## config.mk

```make
export PLATFORM = sky130hd
export DESIGN_NAME = aging_route_table
export DESIGN_NICKNAME = d
export VERILOG_FILES = /design/src/art_pkg.sv /design/src/aging_route_table.sv /design/src/art_cell.sv
export SDC_FILE = /design/constraint.sdc
export NUM_CORES = 2
export LEC_CHECK = 0
export BUFFER_PORTS_ARGS = -buffer_cell sky130_fd_sc_hd__buf_2
export CORE_MARGIN = 4
export CORE_UTILIZATION = 50
export CTS_CLUSTER_SIZE = 28
export DETAILED_ROUTE_END_ITERATION = 10
export GPL_ROUTABILITY_DRIVEN = 0
export PLACE_DENSITY = 0.69
export SYNTH_ARGS = -nofsm -noshare
export SYNTH_HDL_FRONTEND = slang
export SYNTH_SLANG_ARGS = --single-unit
```

## constraint.sdc

```tcl
create_clock -name aclk -period 13.2 [get_ports aclk]
set_clock_uncertainty 0.1 [all_clocks]
set_input_delay 1.32 -clock aclk [delete_from_list [all_inputs] [get_ports aclk]]
set_output_delay 1.32 -clock aclk [all_outputs]
set_load 0.005 [all_outputs]
```

## src/art_pkg.sv

```systemverilog
// Package for the aging route table: sizes, codes and shared transaction types.
`default_nettype none
package art_pkg;

    localparam int TABLE_ENTRIES = 16;
    localparam int STATION_BITS  = 16;
    localparam int IDX_BITS      = (TABLE_ENTRIES > 1) ? $clog2(TABLE_ENTRIES) : 1;

    localparam logic [1:0] OP_LEARN  = 2'd0;
    localparam logic [1:0] OP_LOOKUP = 2'd1;
    localparam logic [1:0] OP_PURGE  = 2'd2;

    localparam logic [1:0] ST_OK        = 2'd0;
    localparam logic [1:0] ST_NOT_FOUND = 2'd1;
    localparam logic [1:0] ST_FULL      = 2'd2;

    typedef logic [STATION_BITS-1:0] station_t;
    typedef logic [IDX_BITS-1:0]     idx_t;

    // Request walking down the cell chain, with the results gathered so far.
    typedef struct packed {
        logic [1:0]  op;
        station_t    sid;
        station_t    via;
        logic [7:0]  hops;
        logic [31:0] expiry;
        logic [31:0] now;
        logic        found;
        station_t    next_hop;
        logic        free_hit;
        idx_t        free_idx;
    } art_pkt_t;

    // Broadcast insert into one cell at the end of a learn pass.
    typedef struct packed {
        logic        en;
        idx_t        idx;
        station_t    dst;
        station_t    via;
        logic [7:0]  len;
        logic [31:0] expiry;
    } art_ins_t;

    typedef struct packed {
        logic        found;
        logic [15:0] next_hop;
        logic [1:0]  status;
    } art_res_t;

endpackage
`default_nettype wire

```

## src/aging_route_table.sv

```systemverilog
// Aging route table top level: request head, chain of entry cells, result queue.
//
//  channel | ports                      | dir | handshake
//  --------+----------------------------+-----+--------------------------
//  input   | s_operation .. s_current_time | in  | s_valid / s_ready
//  result  | m_found, m_next_hop, m_status | out | m_valid / m_ready
//  config  | cfg_wr_data (route_lifetime)  | in  | cfg_wr_en, no wait
//
//  A transaction loads into the head stage at the accepting edge, then moves
//  one entry cell per cycle through all TABLE_ENTRIES cells and then enters
//  the result queue. One request is in the chain at a time, so a new request
//  is not accepted until the current one has left the chain.
//  A two-deep result queue lets the next request enter while one result
//  waits; s_ready drops only when the chain is busy or two results wait.
//  Reset clears all entry valid bits at once, no clearing pass is needed.
`default_nettype none
module aging_route_table (
    input  wire logic        aclk,
    input  wire logic        aresetn,
    input  wire logic        cfg_wr_en,
    input  wire logic [15:0] cfg_wr_data,
    input  wire logic        s_valid,
    output logic             s_ready,
    input  wire logic [1:0]  s_operation,
    input  wire logic [15:0] s_station_id,
    input  wire logic [15:0] s_via_station,
    input  wire logic [7:0]  s_hop_count,
    input  wire logic [31:0] s_current_time,
    output logic             m_valid,
    input  wire logic        m_ready,
    output logic             m_found,
    output logic [15:0]      m_next_hop,
    output logic [1:0]       m_status
);
    import art_pkg::*;

    logic [15:0] lifetime_reg;
    logic        busy_reg;
    logic        head_valid_reg;
    art_pkt_t    head_pkt_reg, head_pkt_next;
    logic [32:0] expiry_sum;

    logic [TABLE_ENTRIES-1:0] chain_valid;
    art_pkt_t                 chain_pkt [TABLE_ENTRIES];
    art_pkt_t                 last_pkt;
    logic                     done;
    art_ins_t                 ins;
    art_res_t                 res;

    art_res_t    q0_reg, q1_reg;
    logic [1:0]  q_cnt_reg;
    logic        s_fire, m_fire;

    assign s_fire  = s_valid && s_ready;
    assign m_fire  = m_valid && m_ready;
    assign s_ready = !busy_reg && (q_cnt_reg != 2'd2);

    // Expiry saturates at the top of the time range.
    assign expiry_sum = {1'b0, s_current_time} + 33'(lifetime_reg);

    always_comb begin
        head_pkt_next          = '0;
        head_pkt_next.op       = s_operation;
        head_pkt_next.sid      = STATION_BITS'(s_station_id);
        head_pkt_next.via      = STATION_BITS'(s_via_station);
        head_pkt_next.hops     = s_hop_count;
        head_pkt_next.expiry   = expiry_sum[32] ? '1 : expiry_sum[31:0];
        head_pkt_next.now      = s_current_time;
    end

    always_ff @(posedge aclk) begin
        if (!aresetn) begin
            lifetime_reg   <= 16'd1000;
            busy_reg       <= 1'b0;
            head_valid_reg <= 1'b0;
        end else begin
            if (cfg_wr_en) begin
                lifetime_reg <= cfg_wr_data;
            end
            head_valid_reg <= s_fire;
            if (s_fire) begin
                busy_reg <= 1'b1;
            end else if (done) begin
                busy_reg <= 1'b0;
            end
        end
    end

    always_ff @(posedge aclk) begin
        if (s_fire) begin
            head_pkt_reg <= head_pkt_next;
        end
    end

    // Entry cells, request handed one cell further each cycle.
    for (genvar i = 0; i < TABLE_ENTRIES; i++) begin : g_cell
        if (i == 0) begin : g_first
            art_cell u_cell (
                .aclk          (aclk),
                .aresetn       (aresetn),
                .cell_idx      (IDX_BITS'(i)),
                .in_valid      (head_valid_reg),
                .in_pkt        (head_pkt_reg),
                .ins           (ins),
                .out_valid_reg (chain_valid[i]),
                .out_pkt_reg   (chain_pkt[i])
            );
        end else begin : g_next
            art_cell u_cell (
                .aclk          (aclk),
                .aresetn       (aresetn),
                .cell_idx      (IDX_BITS'(i)),
                .in_valid      (chain_valid[i-1]),
                .in_pkt        (chain_pkt[i-1]),
                .ins           (ins),
                .out_valid_reg (chain_valid[i]),
                .out_pkt_reg   (chain_pkt[i])
            );
        end
    end

    assign done     = chain_valid[TABLE_ENTRIES-1];
    assign last_pkt = chain_pkt[TABLE_ENTRIES-1];

    // New route goes into the lowest free slot seen on the way down.
    always_comb begin
        ins.en     = done && (last_pkt.op == OP_LEARN) && !last_pkt.found
                     && last_pkt.free_hit;
        ins.idx    = last_pkt.free_idx;
        ins.dst    = last_pkt.sid;
        ins.via    = last_pkt.via;
        ins.len    = last_pkt.hops;
        ins.expiry = last_pkt.expiry;
    end

    always_comb begin
        res          = '0;
        res.found    = last_pkt.found;
        res.status   = ST_OK;
        if (last_pkt.op == OP_LOOKUP) begin
            res.next_hop = 16'(last_pkt.next_hop);
            if (!last_pkt.found) begin
                res.status = ST_NOT_FOUND;
            end
        end else if (last_pkt.op == OP_LEARN) begin
            if (!last_pkt.found && !last_pkt.free_hit) begin
                res.status = ST_FULL;
            end
        end
    end

    // Two-deep result queue, q0 is the head.
    always_ff @(posedge aclk) begin
        if (!aresetn) begin
            q_cnt_reg <= 2'd0;
        end else begin
            q_cnt_reg <= q_cnt_reg + {1'b0, done} - {1'b0, m_fire};
        end
    end

    always_ff @(posedge aclk) begin
        priority if (m_fire && done) begin
            if (q_cnt_reg == 2'd1) begin
                q0_reg <= res;
            end else begin
                q0_reg <= q1_reg;
                q1_reg <= res;
            end
        end else if (m_fire) begin
            q0_reg <= q1_reg;
        end else if (done) begin
            if (q_cnt_reg == 2'd0) begin
                q0_reg <= res;
            end else begin
                q1_reg <= res;
            end
        end
    end

    assign m_valid    = (q_cnt_reg != 2'd0);
    assign m_found    = q0_reg.found;
    assign m_next_hop = q0_reg.next_hop;
    assign m_status   = q0_reg.status;

    // At most one request in flight anywhere in the chain.
    a_one_in_flight: assert property (@(posedge aclk) disable iff (!aresetn)
        $countones({head_valid_reg, chain_valid}) <= 1)
        else $error("more than one request in the cell chain");

    // Accepting implies the chain is empty.
    a_ready_idle: assert property (@(posedge aclk) disable iff (!aresetn)
        s_ready |-> ({head_valid_reg, chain_valid} == '0))
        else $error("ready while chain busy");

    // The queue never overflows.
    a_queue_room: assert property (@(posedge aclk) disable iff (!aresetn)
        done |-> (q_cnt_reg != 2'd2) || m_fire)
        else $error("result queue overflow");

    // A finished request frees the block for the next one.
    a_busy_clear: assert property (@(posedge aclk) disable iff (!aresetn)
        done |=> !busy_reg)
        else $error("busy not cleared after completion");

endmodule
`default_nettype wire

```

## src/art_cell.sv

```systemverilog
// One route entry cell: holds an entry and processes the request passing by.
`default_nettype none
module art_cell (
    input  wire logic              aclk,
    input  wire logic              aresetn,
    input  wire art_pkg::idx_t     cell_idx,
    input  wire logic              in_valid,
    input  wire art_pkg::art_pkt_t in_pkt,
    input  wire art_pkg::art_ins_t ins,
    output logic                   out_valid_reg,
    output art_pkg::art_pkt_t      out_pkt_reg
);
    import art_pkg::*;

    logic        valid_reg, valid_next;
    station_t    dest_reg;
    station_t    transit_reg;
    logic [7:0]  len_reg;
    logic [31:0] expiry_reg;
    art_pkt_t    out_pkt_next;
    logic        match;
    logic        ins_hit;
    logic        refresh;

    assign match   = valid_reg && (dest_reg == in_pkt.sid);
    assign ins_hit = ins.en && (ins.idx == cell_idx);
    assign refresh = in_valid && (in_pkt.op == OP_LEARN) && match && !in_pkt.found
                     && (len_reg >= in_pkt.hops);

    always_comb begin
        out_pkt_next = in_pkt;
        valid_next   = valid_reg;
        if (in_valid) begin
            unique case (in_pkt.op)
                OP_LEARN: begin
                    if (match && !in_pkt.found) begin
                        out_pkt_next.found = 1'b1;
                    end
                    if (!valid_reg && !in_pkt.free_hit) begin
                        out_pkt_next.free_hit = 1'b1;
                        out_pkt_next.free_idx = cell_idx;
                    end
                end
                OP_LOOKUP: begin
                    if (match && !in_pkt.found) begin
                        out_pkt_next.found    = 1'b1;
                        out_pkt_next.next_hop = transit_reg;
                    end
                end
                OP_PURGE: begin
                    if (valid_reg && (expiry_reg <= in_pkt.now)) begin
                        valid_next = 1'b0;
                    end
                end
                default: begin
                end
            endcase
        end
        if (ins_hit) begin
            valid_next = 1'b1;
        end
    end

    always_ff @(posedge aclk) begin
        if (!aresetn) begin
            valid_reg     <= 1'b0;
            out_valid_reg <= 1'b0;
        end else begin
            valid_reg     <= valid_next;
            out_valid_reg <= in_valid;
        end
    end

    always_ff @(posedge aclk) begin
        out_pkt_reg <= out_pkt_next;
        if (ins_hit) begin
            dest_reg    <= ins.dst;
            transit_reg <= ins.via;
            len_reg     <= ins.len;
            expiry_reg  <= ins.expiry;
        end else if (refresh) begin
            transit_reg <= in_pkt.via;
            len_reg     <= in_pkt.hops;
            expiry_reg  <= in_pkt.expiry;
        end
    end

endmodule
`default_nettype wire
```

# Word level (Yosys, flattened, before mapping)

Cells that the tools add are included.

Bits of input ports: 95
Word-level logic and storage cells: 966
Output and inout port bits: 21
Flip-flop bits (word level): 3364

Reduce and logical (&&, ||, !) cells: 305
Mux-type cells: 286
Magnitude comparators: 32
Equal/unequal tests: 69
Add/sub/neg operators: 3

Operator list:

| cell                                           | number |
|---|---|
| 2-to-1 mux 32 bit                              | 32 |
| 2-to-1 mux 16 bit                              | 48 |
| <= comparator 32 bit                           | 16 |
| 2-to-1 mux 22 bit                              | 15 |
| 2-to-1 mux 17 bit                              | 16 |
| == test 16 bit                                 | 16 |
| 2-to-1 mux 8 bit                               | 32 |
| 2-to-1 mux 19 bit                              | 10 |
| 2-to-1 mux 5 bit                               | 31 |
| logical AND 1 bit                              | 149 |
| nonzero test 2 bit                             | 67 |
| >= comparator 8 bit                            | 16 |
| 2-to-1 mux 1 bit                               | 83 |
| AND reduction 3 bit                            | 17 |
| logical NOT 1 bit                              | 48 |
| == test 2 x 1 -> 1 bit (second input constant) | 18 |
| logical NOT 2 bit                              | 18 |
| adder 32 x 16 -> 33 bit                        | 1 |
| == test 2 bit (second input constant)          | 16 |
| == test 4 bit (second input constant)          | 8 |
| one-hot mux 1 bit (2 select lines)             | 16 |
| == test 4 x 3 -> 1 bit (second input constant) | 4 |
| == test 4 x 2 -> 1 bit (second input constant) | 2 |
| 2-to-1 mux 2 bit                               | 3 |
| other kinds (9)                                | 13 |

# Longest topological paths before layout

Word-level depth: 9
Mapped depth: 11
Gate-level depth less buffers: 9

# By module

A second synthesis with hierarchy kept.

Cell total of the unflattened synthesis: 8007
Area, all modules: 118169.6 um^2

By module, submodules not included:

| module            | instances | sequential area each (um^2) | cells an instance | area each (um^2) |
|---|---|---|---|---|
| art_cell          | 16        | 4764.6                      | 471               | 6957.9 |
| aging_route_table | 1         | 4724.5                      | 471               | 6842.8 |

# Least setup slack after synthesis

OpenSTA, ideal clock, no wires.

Kind: register to register
Start point: register head_pkt_reg[113] (netlist name)
End point: register g_cell[0].g_first.u_cell.expiry_reg[0], enable pin
Slack: 6.844 ns
Stages on the path, launching flop included: 8
Buffers on the path: 1
Arrival time: 5.709 ns
Period minus slack after synthesis: 6.356 ns
Data required time: 12.553 ns
Setup time: 0.547 ns
Cell sequence: edfxtp_1 > xor2_1 > nor4_1 > nand4_1 > nor4_1 > clkbuf_1 > nand2_1 > o21ai_0

Word-level cells in the longest chain between the ends: 5

Ends and longest elaborated chain:

| element                      | RTL line                | text |
|---|---|---|
| start: declaration           | aging_route_table.sv:40 | `art_pkt_t head_pkt_reg, head_pkt_next;` |
| start signal: assignment     | aging_route_table.sv:91 | `head_pkt_reg <= head_pkt_next;` |
| == test 16 bit               | art_cell.sv:25          | `assign match = valid_reg && (dest_reg == in_pkt.sid);` |
| logical AND 1 bit            | art_cell.sv:25          |  |
| logical AND 1 bit            | art_cell.sv:27          | `assign refresh = in_valid && (in_pkt.op == OP_LEARN) && match && !in_pkt.found` |
| logical AND 1 bit            | art_cell.sv:28          | `&& (len_reg >= in_pkt.hops);` |
| nonzero test 2 bit (no line) | n/a                     |  |
| end signal: assignment       | art_cell.sv:80          | `expiry_reg <= ins.expiry;` |
| end signal: assignment       | art_cell.sv:84          | `expiry_reg <= in_pkt.expiry;` |
| end: declaration             | art_cell.sv:19          | `logic [31:0] expiry_reg;` |

No other way between the ends.
A chain may end at the register's enable or synchronous reset.

# Worst setup path after layout

Start point: register g_cell[15].g_next.u_cell.out_pkt_reg[127] (netlist name)
End point: register g_cell[6].g_next.u_cell.expiry_reg[5], enable pin

Word-level cells in the longest chain between the ends: 6

Ends and longest elaborated chain:

| element                         | RTL line                 | text |
|---|---|---|
| start: declaration              | art_cell.sv:11           | `output art_pkg::art_pkt_t out_pkt_reg` |
| start signal: assignment        | art_cell.sv:75           | `out_pkt_reg <= out_pkt_next;` |
| logical NOT 2 bit               | aging_route_table.sv:127 | `ins.en = done && (last_pkt.op == OP_LEARN) && !last_pkt.found` |
| logical AND 1 bit (2 in series) | aging_route_table.sv:127 |  |
| logical AND 1 bit               | aging_route_table.sv:128 | `&& last_pkt.free_hit;` |
| logical AND 1 bit               | art_cell.sv:26           | `assign ins_hit = ins.en && (ins.idx == cell_idx);` |
| nonzero test 2 bit (no line)    | n/a                      |  |
| end signal: assignment          | art_cell.sv:80           |  |
| end signal: assignment          | art_cell.sv:84           |  |
| end: declaration                | art_cell.sv:19           |  |

No other way between the ends.

==> flow_metrics.env <==
export IMPL_status="complete, no violations"
export IMPL_worst_path_buf_inv=3
export IMPL_worst_path_cell_with_the_longest_stage_delay="nor4_4"
export IMPL_finish_utilization_pct=56.5
export IMPL_fp_dieArea_sq_um=241000
export IMPL_grt_overflow=0
export IMPL_ctsLongestPathBuffers=4
export IMPL_count_of_vias_placed_by_the_detailed_router=60900
export IMPL_synth_area_top_cells="dfxtp_1 (35%), edfxtp_1 (33%), mux2_2 (8.7%)"
export IMPL_timing_final_ws_setup_ps=9110
export IMPL_row_count=177
export IMPL_synth_top_cell_area_share_pct=35.2
export IMPL_drt_total_wl_um=229000
export IMPL_seq_area_frac_synth_pct=68.5
export IMPL_worst_setup_hold_path_clk_slew_ps=60
export IMPL_clock_tree_from_tritoncts="built"
export IMPL_synth_avg_cell_area_sq_um=13.9
export IMPL_numPortBuffers=115
export IMPL_hp_class="reg2reg"
export IMPL_slew_limit_headroom_pct=13.0
export IMPL_post_route_cells_drive_above_1_share_pct=18.6
export IMPL_maximum_number_of_pins_on_one_net_before_global_route_repair=76
export IMPL_clock_tree_htree_level_count=5
export IMPL_detail_route_antenna_nets=0
export IMPL_drt_vias_per_instance=5.09
export IMPL_grt_antenna_before_repair=6
export IMPL_crit_path_max_fanout=66
export IMPL_setup_repair_after_global_routing_missed_its_margin="no"
export IMPL_synth_yosys_warnings=0
export IMPL_synthDominantAreaCellType="dfxtp_1"
export IMPL_post_synth_inst_count=8408
export IMPL_min_period_over_period_pct=31.0
export IMPL_timing_hold_violations_final=0
export IMPL_ir_drop_uv=176
export IMPL_drc=0
export IMPL_max_cap_viol_count=0
export IMPL_fin_area_sq_um=131000
export IMPL_postSynth_topFlopCell="dfxtp_1"
export IMPL_cp_required_ps=13640
export IMPL_post_cts_resize_count=0
export IMPL_post_cts_buffers=0
export IMPL_synth_enable_flop_cells=1296
export IMPL_total_power_mw=22.9
export IMPL_clk_root_buffer_cell="clkbuf_16"
export IMPL_grt_pass1_vias=62500
export IMPL_grt_util_all_layers_pct=18.8
export IMPL_path_cells="or3_1 -> buf_4 -> nor4_4 -> buf_4 -> a31o_2 -> buf_4"
export IMPL_layout_nets=9434
export IMPL_placedCellCount=11400
export IMPL_worst_setup_path_start_kind="flip-flop"
export IMPL_synth_fp_nets=9163
export IMPL_numClockSinks=3349
export IMPL_place_detailed_hpwl_um=172000
export IMPL_worst_setup_path_type="reg2reg"
export IMPL_synthDistinctLibCells=66
export IMPL_start_util_pct=50.2
export IMPL_cts_made_buffers=333
export IMPL_final_instance_count_excl_fill=12000
export IMPL_synth_async_sr_flop_share_pct=0
export IMPL_die_height_um=491
export IMPL_place_area_sq_um=121000
export IMPL_critical_path_max_stage_delay_ps=1040
export IMPL_cpMostUsedCell="buf_4"
export IMPL_worst_pin_slew_ps=1300
export IMPL_time_the_worst_path_needs_with_i_o_delays_and_setup_ps=4090
export IMPL_first_pass_iteration_count_of_the_detailed_router=6
export IMPL_area_growth_syn_to_layout_pct=12.5
export IMPL_core_region_area_sq_um=233000
export IMPL_fin_hold_ws_ps=230
export IMPL_critical_path_endpoint_type="flip-flop"
export IMPL_die_width_um=491
export IMPL_first_pass_grt_wire_length_um=359000
export IMPL_postCtsHoldBufs=0
export IMPL_power_density_normalized_to_cell_area_nw_per_um2=174
export IMPL_path_delay_family="buffers and inverters"
export IMPL_timing_max_transition_violations_final=0
export IMPL_synth_area_sq_um=117000
export IMPL_finalSetupTns_ps=0
export IMPL_route_detailed_wl_per_inst_um=19.1
export IMPL_arrival_ps=4530
export IMPL_ioPinCount=116
export IMPL_synth_seq_cells=3349
export IMPL_pre_cts_slack_ps=8850
export IMPL_total_leakage_power_nw=53.3
export IMPL_clock_insertion_delay_worst_skew_ps=960
export IMPL_total_setup_violations_reported_at_the_end_of_the_flow=0
export IMPL_maxClockFrequency_mhz=245
export IMPL_largest_register_ffs=1877
export IMPL_detail_route_iter0_violations=3925
## routing by layer
| metal | GRT usage, % | part of all wire, % | wire, um | up-vias |
|---|---|---|---|---|
| met2 | 29.8 | 45 | 104000 | 1304 |
| met5 | 0 | 0.0057 | 13 | - |
| li1 | - | - | - | 30000 |
| met3 | 2.78 | 4.2 | 9610 | 415 |
| met1 | 26.4 | 47 | 108000 | 29300 |
| met4 | 7.01 | 3.6 | 8220 | 2 |
## kinds of logic (layout without fill, tap and decap cells)
kind of cell | Yosys count | in the layout | share of synthesized area, %
flip-flops | 3349 | 3349 | 68.5
AND/OR/NAND/NOR | 1462 | 1462 | 6.05
XOR/XNOR | 267 | 267 | 2.00
buffers and inverters | 908 | 1438 | 3.13
other | 0 | 3 | 0
multiplexers | 922 | 922 | 8.87
AO/OA/AOI/OAI | 840 | 840 | 4.39
adder cells (fa/ha/maj) | 660 | 660 | 7.07
## report_power, final
group | switching [mW] | internal, mW
combinational | 0.653 | 0.647
clock | 3.70 | 5.49
sequential | 0.717 | 11.7
total | 5.07 | 17.8
## path summary, 6_finish.rpt
check	startpoint	endpoint	slack (ps)	cells after the start
max	g_cell[15].g_next.u_cell.out_pkt_reg[127]	g_cell[6].g_next.u_cell.expiry_reg[5]	9110	6
min	g_cell[14].g_next.u_cell.out_pkt_reg[94]	g_cell[15].g_next.u_cell.out_pkt_reg[94]	230	0
max reg2reg	g_cell[15].g_next.u_cell.out_pkt_reg[127]	g_cell[6].g_next.u_cell.expiry_reg[5]	9110	6
min reg2reg	g_cell[14].g_next.u_cell.out_pkt_reg[94]	g_cell[15].g_next.u_cell.out_pkt_reg[94]	230	0
## layout by cell type, fill, tap and decap left out, drive strengths merged, types with 70 or more instances in the layout
| cell | synthesis | final |
|---|---|---|
| xnor2 | 123 | 123 |
| nor2 | 114 | 114 |
| xor2 | 144 | 144 |
| a21o | 138 | 138 |
| mux2 | 905 | 905 |
| clkinv | 1 | 70 |
| a21oi | 260 | 260 |
| o21ai | 264 | 264 |
| edfxtp | 1296 | 1296 |
| clkbuf | 101 | 492 |
| ha | 659 | 659 |
| dfxtp | 2053 | 2053 |
| nand4 | 134 | 134 |
| buf | 134 | 171 |
| inv | 672 | 679 |
| nand2 | 738 | 738 |
## cells in the mapped netlist, drive strengths merged (61+ instances only)
cell type / number
nor3: 61
nand2: 738
xnor2: 123
xor2: 144
nand4: 134
ha: 659
o21ai: 264
inv: 672
nor2: 114
edfxtp: 1296
buf: 134
dfxtp: 2053
nor4: 69
clkbuf: 101
mux2: 905
a21o: 138
a21oi: 260
## area by class of cell
cell class / instances / area (sq um)
fill: 18200 / 101000
sequential: 3349 / 80000
multi-input combinational: 4151 / 33300
clock buffer: 492 / 9740
tap: 3043 / 3810
inverter: 673 / 2530
clock inverter: 102 / 1030
timing repair buffer: 171 / 996
antenna: 3 / 7.51
## worst reg2reg max path: stages, from the launching register on
cell	delay [ps]
dfxtp_1	300
or3_1	370
buf_4	260
nor4_4	1070
buf_4	740
a31o_2	240
buf_4	560
Note: power is estimated with default switching activity, not from simulation.
